==> config.mk <==
export PLATFORM = sky130hd
export DESIGN_NAME = sha1_hash_core
export DESIGN_NICKNAME = d
export VERILOG_FILES = /design/src/rtl/core/sha1_pkg.sv /design/src/rtl/core/sha1_sched.sv /design/src/rtl/core/sha1_round.sv /design/src/rtl/core/sha1_hash_core.sv
export SDC_FILE = /design/constraint.sdc
export NUM_CORES = 2
export LEC_CHECK = 0
export BUFFER_PORTS_ARGS = -buffer_cell sky130_fd_sc_hd__buf_4
export CORE_MARGIN = 1
export CORE_UTILIZATION = 50
export CTS_CLUSTER_DIAMETER = 30
export DETAILED_ROUTE_END_ITERATION = 10
export GPL_ROUTABILITY_DRIVEN = 0
export PLACE_DENSITY = 0.69
export SLEW_MARGIN = 20
export SYNTH_ARGS = -nofsm -noshare
export SYNTH_HDL_FRONTEND = slang
export SYNTH_SLANG_ARGS = --single-unit
==> constraint.sdc <==
create_clock -name clk_i -period 39.6 [get_ports clk_i]
set_input_delay 1.98 -clock clk_i [delete_from_list [all_inputs] [get_ports clk_i]]
set_output_delay 1.98 -clock clk_i [all_outputs]
set_load 0.03 [all_outputs]
==> src/rtl/core/sha1_pkg.sv <==
package sha1_pkg;

  localparam int unsigned WordW  = 32;
  localparam int unsigned Words  = 5;
  localparam int unsigned Rounds = 80;

  localparam logic [WordW-1:0] IvWords [Words] = '{
    32'h67452301, 32'hEFCDAB89, 32'h98BADCFE, 32'h10325476, 32'hC3D2E1F0
  };

  localparam logic [WordW-1:0] K0 = 32'h5A827999;
  localparam logic [WordW-1:0] K1 = 32'h6ED9EBA1;
  localparam logic [WordW-1:0] K2 = 32'h8F1BBCDC;
  localparam logic [WordW-1:0] K3 = 32'hCA62C1D6;

  localparam logic [7:0] PadByte = 8'h80;

  // Control from the sequencer to the message schedule line.
  typedef struct packed {
    logic       push;     // take one message byte
    logic [7:0] data;     // the byte
    logic [1:0] pos_lo;   // byte slot inside its word
    logic       step;     // advance one round
  } sch_ctl_t;

  // Control from the sequencer to the round unit.
  typedef struct packed {
    logic       start;    // load working words from the chain
    logic       step;     // run one round
    logic       fold;     // add working words into the chain
    logic       clear;    // return the chain to its initial value
    logic [6:0] round;    // round number
    logic [2:0] sel;      // digest word to show
  } rnd_ctl_t;

  function automatic logic [WordW-1:0] rotl1(input logic [WordW-1:0] v);
    return {v[WordW-2:0], v[WordW-1]};
  endfunction

endpackage

==> src/rtl/core/sha1_sched.sv <==
module sha1_sched (
  input  logic                     clk_i,
  input  sha1_pkg::sch_ctl_t       ctl_i,
  output logic [sha1_pkg::WordW-1:0] w_o
);
  import sha1_pkg::*;

  // Window holds W[t] .. W[t+15]; entry 0 is the current round's word.
  logic [WordW-1:0] win_q [16];
  logic [WordW-1:0] new_word;
  logic [23:0]      acc_q;
  logic             shift;

  assign shift    = ctl_i.step || (ctl_i.push && (ctl_i.pos_lo == 2'd3));
  assign new_word = ctl_i.step ? rotl1(win_q[13] ^ win_q[8] ^ win_q[2] ^ win_q[0])
                               : {acc_q, ctl_i.data};
  assign w_o      = win_q[0];

  always_ff @(posedge clk_i) begin
    if (ctl_i.push) begin
      acc_q <= {acc_q[15:0], ctl_i.data};
    end
    if (shift) begin
      for (int i = 0; i < 15; i++) begin
        win_q[i] <= win_q[i+1];
      end
      win_q[15] <= new_word;
    end
  end

endmodule

==> src/rtl/core/sha1_round.sv <==
module sha1_round (
  input  logic                       clk_i,
  input  logic                       rst_ni,
  input  sha1_pkg::rnd_ctl_t         ctl_i,
  input  logic [sha1_pkg::WordW-1:0] w_i,
  output logic [sha1_pkg::WordW-1:0] word_o
);
  import sha1_pkg::*;

  logic [WordW-1:0] chain_q [Words];
  logic [WordW-1:0] a_q, b_q, c_q, d_q, e_q;
  logic [WordW-1:0] f, k, tmp;

  always_comb begin
    if (ctl_i.round < 7'd20) begin
      f = (b_q & c_q) | (~b_q & d_q);
      k = K0;
    end else if (ctl_i.round < 7'd40) begin
      f = b_q ^ c_q ^ d_q;
      k = K1;
    end else if (ctl_i.round < 7'd60) begin
      f = (b_q & c_q) | (b_q & d_q) | (c_q & d_q);
      k = K2;
    end else begin
      f = b_q ^ c_q ^ d_q;
      k = K3;
    end
  end

  assign tmp = {a_q[26:0], a_q[31:27]} + f + e_q + k + w_i;

  always_ff @(posedge clk_i) begin
    if (ctl_i.start) begin
      a_q <= chain_q[0];
      b_q <= chain_q[1];
      c_q <= chain_q[2];
      d_q <= chain_q[3];
      e_q <= chain_q[4];
    end else if (ctl_i.step) begin
      a_q <= tmp;
      b_q <= a_q;
      c_q <= {b_q[1:0], b_q[31:2]};
      d_q <= c_q;
      e_q <= d_q;
    end
  end

  always_ff @(posedge clk_i or negedge rst_ni) begin
    if (!rst_ni) begin
      chain_q <= IvWords;
    end else if (ctl_i.clear) begin
      chain_q <= IvWords;
    end else if (ctl_i.fold) begin
      chain_q[0] <= chain_q[0] + a_q;
      chain_q[1] <= chain_q[1] + b_q;
      chain_q[2] <= chain_q[2] + c_q;
      chain_q[3] <= chain_q[3] + d_q;
      chain_q[4] <= chain_q[4] + e_q;
    end
  end

  always_comb begin
    case (ctl_i.sel)
      3'd0:    word_o = chain_q[0];
      3'd1:    word_o = chain_q[1];
      3'd2:    word_o = chain_q[2];
      3'd3:    word_o = chain_q[3];
      default: word_o = chain_q[4];
    endcase
  end

endmodule

==> src/rtl/core/sha1_hash_core.sv <==
// A beat that fills the 64-byte block starts 80 rounds on the shared round unit and then
//   a fold into the chain; a beat that does not fill a block is taken without a block run.
// End of message: the padding bytes are pushed and each padded block is hashed,
//   then five digest beats, one per cycle while the sink takes them.
// No input beat is taken while a block is padded or hashed or the digest goes out.
// Reset (rst_ni low, async): chain to the initial vector, counters to zero, idle.
module sha1_hash_core (
  input  logic        clk_i,
  input  logic        rst_ni,
  input  logic        s_axis_tvalid_i,
  output logic        s_axis_tready_o,
  input  logic [7:0]  s_axis_tdata_i,   // [7:0] data_byte
  input  logic        s_axis_tuser_i,   // [0] byte_valid
  input  logic        s_axis_tlast_i,   // end_of_message
  output logic        m_axis_tvalid_o,
  input  logic        m_axis_tready_i,
  output logic [31:0] m_axis_tdata_o,   // [31:0] digest_word
  output logic        m_axis_tlast_o    // word_last
);
  import sha1_pkg::*;

  // Sequencer states
  localparam logic [2:0] S_IDLE  = 3'd0;  // wait for a beat
  localparam logic [2:0] S_PAD   = 3'd1;  // push the 0x80 marker
  localparam logic [2:0] S_ZERO  = 3'd2;  // zero fill up to byte 56
  localparam logic [2:0] S_LEN   = 3'd3;  // push the 64-bit length, MSB first
  localparam logic [2:0] S_ROUND = 3'd4;  // 80 rounds on the shared unit
  localparam logic [2:0] S_ADD   = 3'd5;  // fold working words into the chain
  localparam logic [2:0] S_OUT   = 3'd6;  // hand out the five digest words

  logic [2:0]  state_q, state_d;
  logic [2:0]  ret_q, ret_d;       // where to go once a block is done
  logic [5:0]  pos_q, pos_d;       // byte slot in the current block
  logic [63:0] bitlen_q, bitlen_d;
  logic [6:0]  round_q, round_d;
  logic [2:0]  out_q, out_d;

  logic        in_fire, out_fire;
  logic        push, full;
  logic [7:0]  push_byte;
  logic [63:0] len_sh;
  logic [2:0]  after;              // state after this push when no block runs

  sch_ctl_t    sch_ctl;
  rnd_ctl_t    rnd_ctl;
  logic [WordW-1:0] w;

  assign s_axis_tready_o = (state_q == S_IDLE);
  assign m_axis_tvalid_o = (state_q == S_OUT);
  assign m_axis_tlast_o  = (out_q == 3'd4);
  assign in_fire         = s_axis_tvalid_i && s_axis_tready_o;
  assign out_fire        = m_axis_tvalid_o && m_axis_tready_i;

  // Length bytes go out most significant first: byte slot 56 carries bits 63:56.
  assign len_sh = bitlen_q >> {~pos_q[2:0], 3'b000};

  always_comb begin
    push      = 1'b0;
    push_byte = 8'h00;
    after     = state_q;
    unique case (state_q)
      S_IDLE: begin
        push      = in_fire && s_axis_tuser_i;
        push_byte = s_axis_tdata_i;
        after     = (in_fire && s_axis_tlast_i) ? S_PAD : S_IDLE;
      end
      S_PAD: begin
        push      = 1'b1;
        push_byte = PadByte;
        after     = S_ZERO;
      end
      S_ZERO: begin
        push      = (pos_q != 6'd56);
        push_byte = 8'h00;
        after     = S_ZERO;
      end
      S_LEN: begin
        push      = 1'b1;
        push_byte = len_sh[7:0];
        after     = S_LEN;
      end
      default: begin
        push      = 1'b0;
        push_byte = 8'h00;
        after     = state_q;
      end
    endcase
  end

  assign full = push && (pos_q == 6'd63);

  always_comb begin
    state_d  = state_q;
    ret_d    = ret_q;
    pos_d    = push ? pos_q + 6'd1 : pos_q;
    bitlen_d = (in_fire && s_axis_tuser_i) ? bitlen_q + 64'd8 : bitlen_q;
    round_d  = round_q;
    out_d    = out_q;
    unique case (state_q) inside
      S_IDLE, S_PAD, S_LEN: begin
        if (full) begin
          // A full block runs the rounds; after the last length byte the digest comes next.
          state_d = S_ROUND;
          ret_d   = (state_q == S_LEN) ? S_OUT : after;
        end else begin
          state_d = after;
        end
      end
      S_ZERO: begin
        if (!push) begin
          state_d = S_LEN;
        end else if (full) begin
          state_d = S_ROUND;
          ret_d   = S_ZERO;
        end
      end
      S_ROUND: begin
        if (round_q == 7'(Rounds - 1)) begin
          round_d = 7'd0;
          state_d = S_ADD;
        end else begin
          round_d = round_q + 7'd1;
        end
      end
      S_ADD: begin
        state_d = ret_q;
      end
      S_OUT: begin
        if (out_fire) begin
          if (out_q == 3'd4) begin
            // Drop all message state for the next message.
            out_d    = 3'd0;
            bitlen_d = 64'd0;
            pos_d    = 6'd0;
            state_d  = S_IDLE;
          end else begin
            out_d = out_q + 3'd1;
          end
        end
      end
      default: begin
        state_d = S_IDLE;
      end
    endcase
  end

  always_ff @(posedge clk_i or negedge rst_ni) begin
    if (!rst_ni) begin
      state_q  <= S_IDLE;
      ret_q    <= S_IDLE;
      pos_q    <= 6'd0;
      bitlen_q <= 64'd0;
      round_q  <= 7'd0;
      out_q    <= 3'd0;
    end else begin
      state_q  <= state_d;
      ret_q    <= ret_d;
      pos_q    <= pos_d;
      bitlen_q <= bitlen_d;
      round_q  <= round_d;
      out_q    <= out_d;
    end
  end

  assign sch_ctl.push   = push;
  assign sch_ctl.data   = push_byte;
  assign sch_ctl.pos_lo = pos_q[1:0];
  assign sch_ctl.step   = (state_q == S_ROUND);

  assign rnd_ctl.start  = full;
  assign rnd_ctl.step   = (state_q == S_ROUND);
  assign rnd_ctl.fold   = (state_q == S_ADD);
  assign rnd_ctl.clear  = out_fire && m_axis_tlast_o;
  assign rnd_ctl.round  = round_q;
  assign rnd_ctl.sel    = out_q;

  sha1_sched u_sched (
    .clk_i (clk_i),
    .ctl_i (sch_ctl),
    .w_o   (w)
  );

  sha1_round u_round (
    .clk_i  (clk_i),
    .rst_ni (rst_ni),
    .ctl_i  (rnd_ctl),
    .w_i    (w),
    .word_o (m_axis_tdata_o)
  );

  // A block only runs once its byte slot has wrapped back to zero.
  a_round_pos : assert property (@(posedge clk_i) disable iff (!rst_ni)
    (state_q == S_ROUND) |-> (pos_q == 6'd0))
    else $error("round started with a partial block");

  // Input and output sides never open at once.
  a_one_side : assert property (@(posedge clk_i) disable iff (!rst_ni)
    s_axis_tready_o |-> !m_axis_tvalid_o)
    else $error("input taken during digest output");

  // Length bytes always sit in the top eight slots of a block.
  a_len_slot : assert property (@(posedge clk_i) disable iff (!rst_ni)
    (state_q == S_LEN) |-> (pos_q[5:3] == 3'b111))
    else $error("length byte outside slots 56..63");

  // The last digest beat leaves a clean core.
  a_clean : assert property (@(posedge clk_i) disable iff (!rst_ni)
    (out_fire && m_axis_tlast_o) |=> (state_q == S_IDLE && bitlen_q == 64'd0
                                      && pos_q == 6'd0))
    else $error("message state not cleared after digest");

endmodule
Yosys cells after proc, flatten, opt, wreduce, memory -nomap -nowiden
Memory sizes are Yosys's and may differ from the RTL's.
Index checks and enable logic that the tools add are counted.
Widths: inputs -> output; s select.

word-level totals
  RAM bits = 512
  memories kept = 1
  input port bits = 14
  word-level logic and storage cells = 136
  register bits after elaboration = 430

cells by class
  eq/ne operators = 21
  magnitude comparators = 3
  bitwise operators = 14
  reduce and logical (&&, ||, !) cells = 18
  mux-type cells = 48
  shift-type cells = 1
  add/subtract/negate cells = 13

memory list
  name           words  width  rd ports  clocked after Yosys merged registers in  write ports  line             text
  u_sched.win_q  16     32     16        0                                        16           sha1_sched.sv:9  logic [WordW-1:0] win_q [16];

operators by type and width
  operator               number
  $mux 32                16
  $mux 160               2
  $add 32x32->32         9
  $mux 64                4
  $xor 32x32->32         5
  $and 32x32->32         4
  $pmux 32 s4            1
  $or 32x32->32          3
  $add 64x4->64 const B  1
  $shr 64x6->8           1
  $mux 3                 11
  $not 32->32            1
  $mux 31                1
  $mux 6                 4
  $pmux 8 s3             1
  $pmux 3 s5             1
  $lt 7x6->1 const B     2
  $eq 3x2->1 const B     4
  $eq 3x3->1 const B     4
  $pmux 3 s3             1
  $ne 2x2->1 const B     4
  $reduce_and 4->1       2
  $add 7x1->7 const B    1
  $eq 7x7->1 const B     1
  other kinds (21)       34

Logic depth before layout (Yosys ltp)
  depth in word-level cells = 12
  gate-level depth with buffers = 27
  mapped depth without buffers = 25

Modules after synthesis
A second synthesis with hierarchy kept.

second synthesis, totals
  cells, all modules = 3879
  area, all modules = 49037.0 µm²

modules (own cells, without submodules)
  module          cells an instance  times used  area an instance (µm²)
  sha1_round      2597               1           26591.8
  sha1_sched      736                1           17515.5
  sha1_hash_core  546                1           4929.7

Least setup slack after synthesis
No wires, ideal clock.

  path kind = input-to-reg
  from = in s_axis_tuser_i
  to = mem u_sched.win_q[0][0] (enable)
  cell stages on the path = 6
  arrival = 11330 ps
  library setup time = 3677 ps
  path slack = 24594 ps
  buffers on the path = 2
  cell sequence = and3_1 clkbuf_2 or3_1 buf_2 nand2_1 nand2_1

RTL lines
  item                line                  text
  start: declaration  sha1_hash_core.sv:13  input logic s_axis_tuser_i,
  end: declaration    sha1_sched.sv:9

Worst setup path after layout
  from = reg round_q[2]
  to = reg u_round.a_q[31] (data pin)

between the ends
  longest elaborated chain between the ends = 10

RTL lines
  item                              line                   text
  start: declaration                sha1_hash_core.sv:35   logic [6:0] round_q, round_d;
  start signal: assignment          sha1_hash_core.sv:160  round_q <= round_d;
  $lt 7x6->1                        sha1_round.sv:21       end else if (ctl_i.round < 7'd60) begin
  $mux 32                           sha1_round.sv:21
  $mux 32                           sha1_round.sv:18       end else if (ctl_i.round < 7'd40) begin
  $mux 32                           sha1_round.sv:15       if (ctl_i.round < 7'd20) begin
  $add 32x32->32 (2 in series)      sha1_round.sv:30       assign tmp = {a_q[26:0], a_q[31:27]} + f + e_q + k + w_i;
  $add 32x32->32 (*) (2 in series)  sha1_round.sv:30
  $mux 32 (*)                       sha1_round.sv:39       end else if (ctl_i.step) begin
  $mux 32 (*)                       sha1_round.sv:33       if (ctl_i.start) begin
  end signal: assignment            sha1_round.sv:34       a_q <= chain_q[0];
  end signal: assignment            sha1_round.sv:40       a_q <= tmp;
  end: declaration                  sha1_round.sv:11       logic [WordW-1:0] a_q, b_q, c_q, d_q, e_q;

Every way passes the cells marked *; elsewhere a longest branch is shown, timed or not. The select of a mux whose other input is x is not followed.
A chain may end at the register's enable or synchronous reset.

==> flow_metrics.env <==
export IMPL_netlist_area_sq_mm=0.0483
export IMPL_drt_iter0_markers=3171
export IMPL_min_period_ps=7780
export IMPL_final_fill_count=7468
export IMPL_path_buf_inv=7
export IMPL_finalSetupViolCount=0
export IMPL_fin_skew_ps=61.2
export IMPL_first_pass_iters=8
export IMPL_hold_path_startpoint="u_sched.win_q[5][2]"
export IMPL_end_kind="flop"
export IMPL_syn_inst=4186
export IMPL_htree_levels=4
export IMPL_grt_pass1_vias=33200
export IMPL_reg2reg_depth=24
export IMPL_ys_top_cells_by_count="edfxtp_1 (696), nand2_1 (600), o21ai_0 (272), nor2_1 (260), inv_1 (243)"
export IMPL_crit_path_max_incr_delay_ps=520
export IMPL_io_buffers=48
export IMPL_hold_viol_final=0
export IMPL_n_antenna_cell=0
export IMPL_reg2reg_slack_ps=31820
export IMPL_postCtsHoldBufs=0
export IMPL_fmax_ghz=0.128
export IMPL_grt_max_degree=210
export IMPL_avgSynthCellArea_sq_um=11.5
export IMPL_cp_common_cell="inv_1"
export IMPL_clockRootBuffer="clkbuf_16"
export IMPL_postSynth_asyncResetShare=0.259
export IMPL_synth_top_cell_area_share=0.433
export IMPL_wl_mm=128
export IMPL_ys_seq_elements=939
export IMPL_grt_use_total=0.263
export IMPL_ys_flop_type="edfxtp_1"
export IMPL_maxCapViolations=0
export IMPL_ant_nets=0
export IMPL_clk_path_buf_depth=3
export IMPL_ios=49
export IMPL_synth_seq_area_share=0.560
export IMPL_cp_max_fo=35
export IMPL_core_sq_mm=0.0953
export IMPL_slew_violations=0
export IMPL_worstMarginPinSlew_ps=1240
export IMPL_nets=4684
export IMPL_worstPathRequired_ps=40200
export IMPL_vias_per_cell=5.88
export IMPL_insertion_delay_ps=790
export IMPL_regArea_sq_mm=0.0271
export IMPL_via_count=33800
export IMPL_synth_net_count=4553
export IMPL_syn_to_final_growth_pct=18.3
export IMPL_synth_most_common_cell="edfxtp_1"
export IMPL_post_cts_setup_buffers=0
export IMPL_hold_path_class="flop to flop"
export IMPL_gr_total_overflow=0
export IMPL_yosys_area_top_type="edfxtp_1"
export IMPL_die_height_um=313
export IMPL_crit_chain="a41oi_1 > inv_1 > nor3_1 > clkinv_1 > buf_4 > nand2_1 > buf_4 > o221ai_1 > fa_1 > inv_1 > fa_1 > inv_1 > fa_1 > inv_1 > ha_1 > and4_4 > a221o_1 > or4_1 > a21oi_2 > or3_2 > a21oi_2 > o311a_1 > or3_1 > a31oi_1"
export IMPL_die_area_sq_mm=0.0979
export IMPL_die_w_um=313
export IMPL_crit_slowest_cell="a41oi_1"
export IMPL_status="finished, final reports clean"
export IMPL_start_util=0.507
export IMPL_clock_sinks=939
export IMPL_cts_resized=0
export IMPL_yosysWarnings=0
export IMPL_worstHoldPathCells=0
export IMPL_crit_type="flop to flop"
export IMPL_multi_input_area_sq_mm=0.0199
export IMPL_synth_area_leaders="edfxtp_1 (43%), dfrtp_1 (8.4%), ha_1 (5.9%)"
export IMPL_drc=0
export IMPL_cp_arrival_ps=8390
export IMPL_wire_per_inst_um=22.2
export IMPL_r2r_end="u_round.a_q[31]"
export IMPL_synth_edff_count=696
export IMPL_row_count=113
export IMPL_grt_antenna_before_repair=0
export IMPL_rr_startpoint="round_q[2]"
export IMPL_place_hpwl_mm=83.2
export IMPL_cts_tree="done"
export IMPL_grt_setup_unrepaired="no"
export IMPL_critPathTopFamily="simple AND/OR/NAND/NOR gates"
export IMPL_fin_crit_sh=0.197
export IMPL_grt_pass1_wl_mm=197
export IMPL_drive_above_1_share=0.122
export IMPL_clkTransAtPathRegs_ps=50
export IMPL_fin_setup_tns_ps=0
export IMPL_timing_slew_headroom=0.170
export IMPL_yosysUniqueCellTypes=78
export IMPL_holdPathEnd="u_sched.win_q[4][2]"
export IMPL_cts_buffers_inserted=195
export IMPL_worst_setup_path_start_kind="flop"
-- layout by cell type (no fill, tap or decap), types with 28 or more instances in the layout --
cell	synthesis	final
clkbuf_16	0	196
bufinv_16	0	34
dfrtp_1	163	163
a21oi_1	219	219
nand2_1	600	595
a211oi_1	31	31
a21o_1	78	78
edfxtp_1	696	696
a22oi_1	65	65
nor3_1	47	47
buf_4	0	80
o211ai_1	35	35
o21ai_0	272	272
clkinv_2	0	31
or3_1	38	38
o21a_1	28	28
nor2_1	260	257
nand2b_1	28	28
fa_1	124	124
dfstp_2	80	80
xnor2_1	195	195
inv_1	243	243
nand3_1	97	95
nor2b_1	46	43
a31oi_1	60	60
xor2_1	103	103
ha_1	229	229
-- worst max-delay path by stage --
stage	startpoint	end	slack [ps]	depth (start not counted)
finish	round_q[2]	u_round.a_q[31]	31820	24
CTS	round_q[2]	u_round.a_q[31]	31840	24
global route	round_q[4]	u_round.a_q[31]	31370	25
global placement	round_q[4]	u_round.a_q[31]	32010	24
floorplan	s_axis_tuser_i	u_sched.win_q[0][0]	24590	6
detailed placement	round_q[2]	u_round.a_q[31]	31910	24
-- state kept, by name, indices dropped and copies added (netlist names), 6 cells and up --
| signal | cells |
|---|---|
| u_round.d_q | 32 |
| u_round.b_q | 32 |
| u_round.c_q | 32 |
| u_sched.win_q | 512 |
| u_round.e_q | 32 |
| u_sched.acc_q | 24 |
| u_round.a_q | 32 |
| pos_q | 6 |
| bitlen_q | 61 |
| round_q | 7 |
| u_round.chain_q | 160 |
-- layout make-up --
class,count,area share
Timing Repair Buffer,83,0.0115
Multi-Input combinational cell,2854,0.347
Inverter,244,0.0160
Sequential cell,939,0.474
Tap cell,1265,0.0277
Clock buffer,221,0.0882
Clock inverter,146,0.0354
-- routing by layer --
metal / global-route usage / part of all wire / vias up
met5: 0 / 0 / -
met1: 0.369 / 0.43 / 16700
li1: - / - / 15400
met2: 0.397 / 0.45 / 1408
met4: 0.122 / 0.044 / 0
met3: 0.0495 / 0.074 / 300
-- through the flow --
| step | hold WS [ps] | area, sq um | cells | utilization | setup slack (ps) |
|---|---|---|---|---|---|
| floorplan | 400 | 48300 | 4186 | - | 24590 |
| global placement | 400 | 50100 | 5385 | 0.526 | 32010 |
| detailed placement | 405 | 50100 | 5385 | 0.526 | 31910 |
| CTS | 390 | 57200 | 5752 | 0.600 | 31840 |
| global route | 388 | 57200 | 5752 | 0.600 | 31370 |
| finish | 386 | 57200 | 5752 | 0.600 | 31820 |
-- cell families after synthesis --
| family | count (synthesis) | synth area share |
|---|---|---|
| and+or+nand+nor | 1227 | 0.112 |
| AOI/OAI and AO/OA | 943 | 0.123 |
| DFF | 939 | 0.560 |
| buffers and inverters | 393 | 0.0307 |
| adders and majority gates | 353 | 0.111 |
| xor gates and xnor gates | 298 | 0.0540 |
| muxes | 33 | 0.00930 |
Power is left out: the tool's default activity adds up to more than one toggle a clock period on the data nets, which glitch-free logic cannot reach.
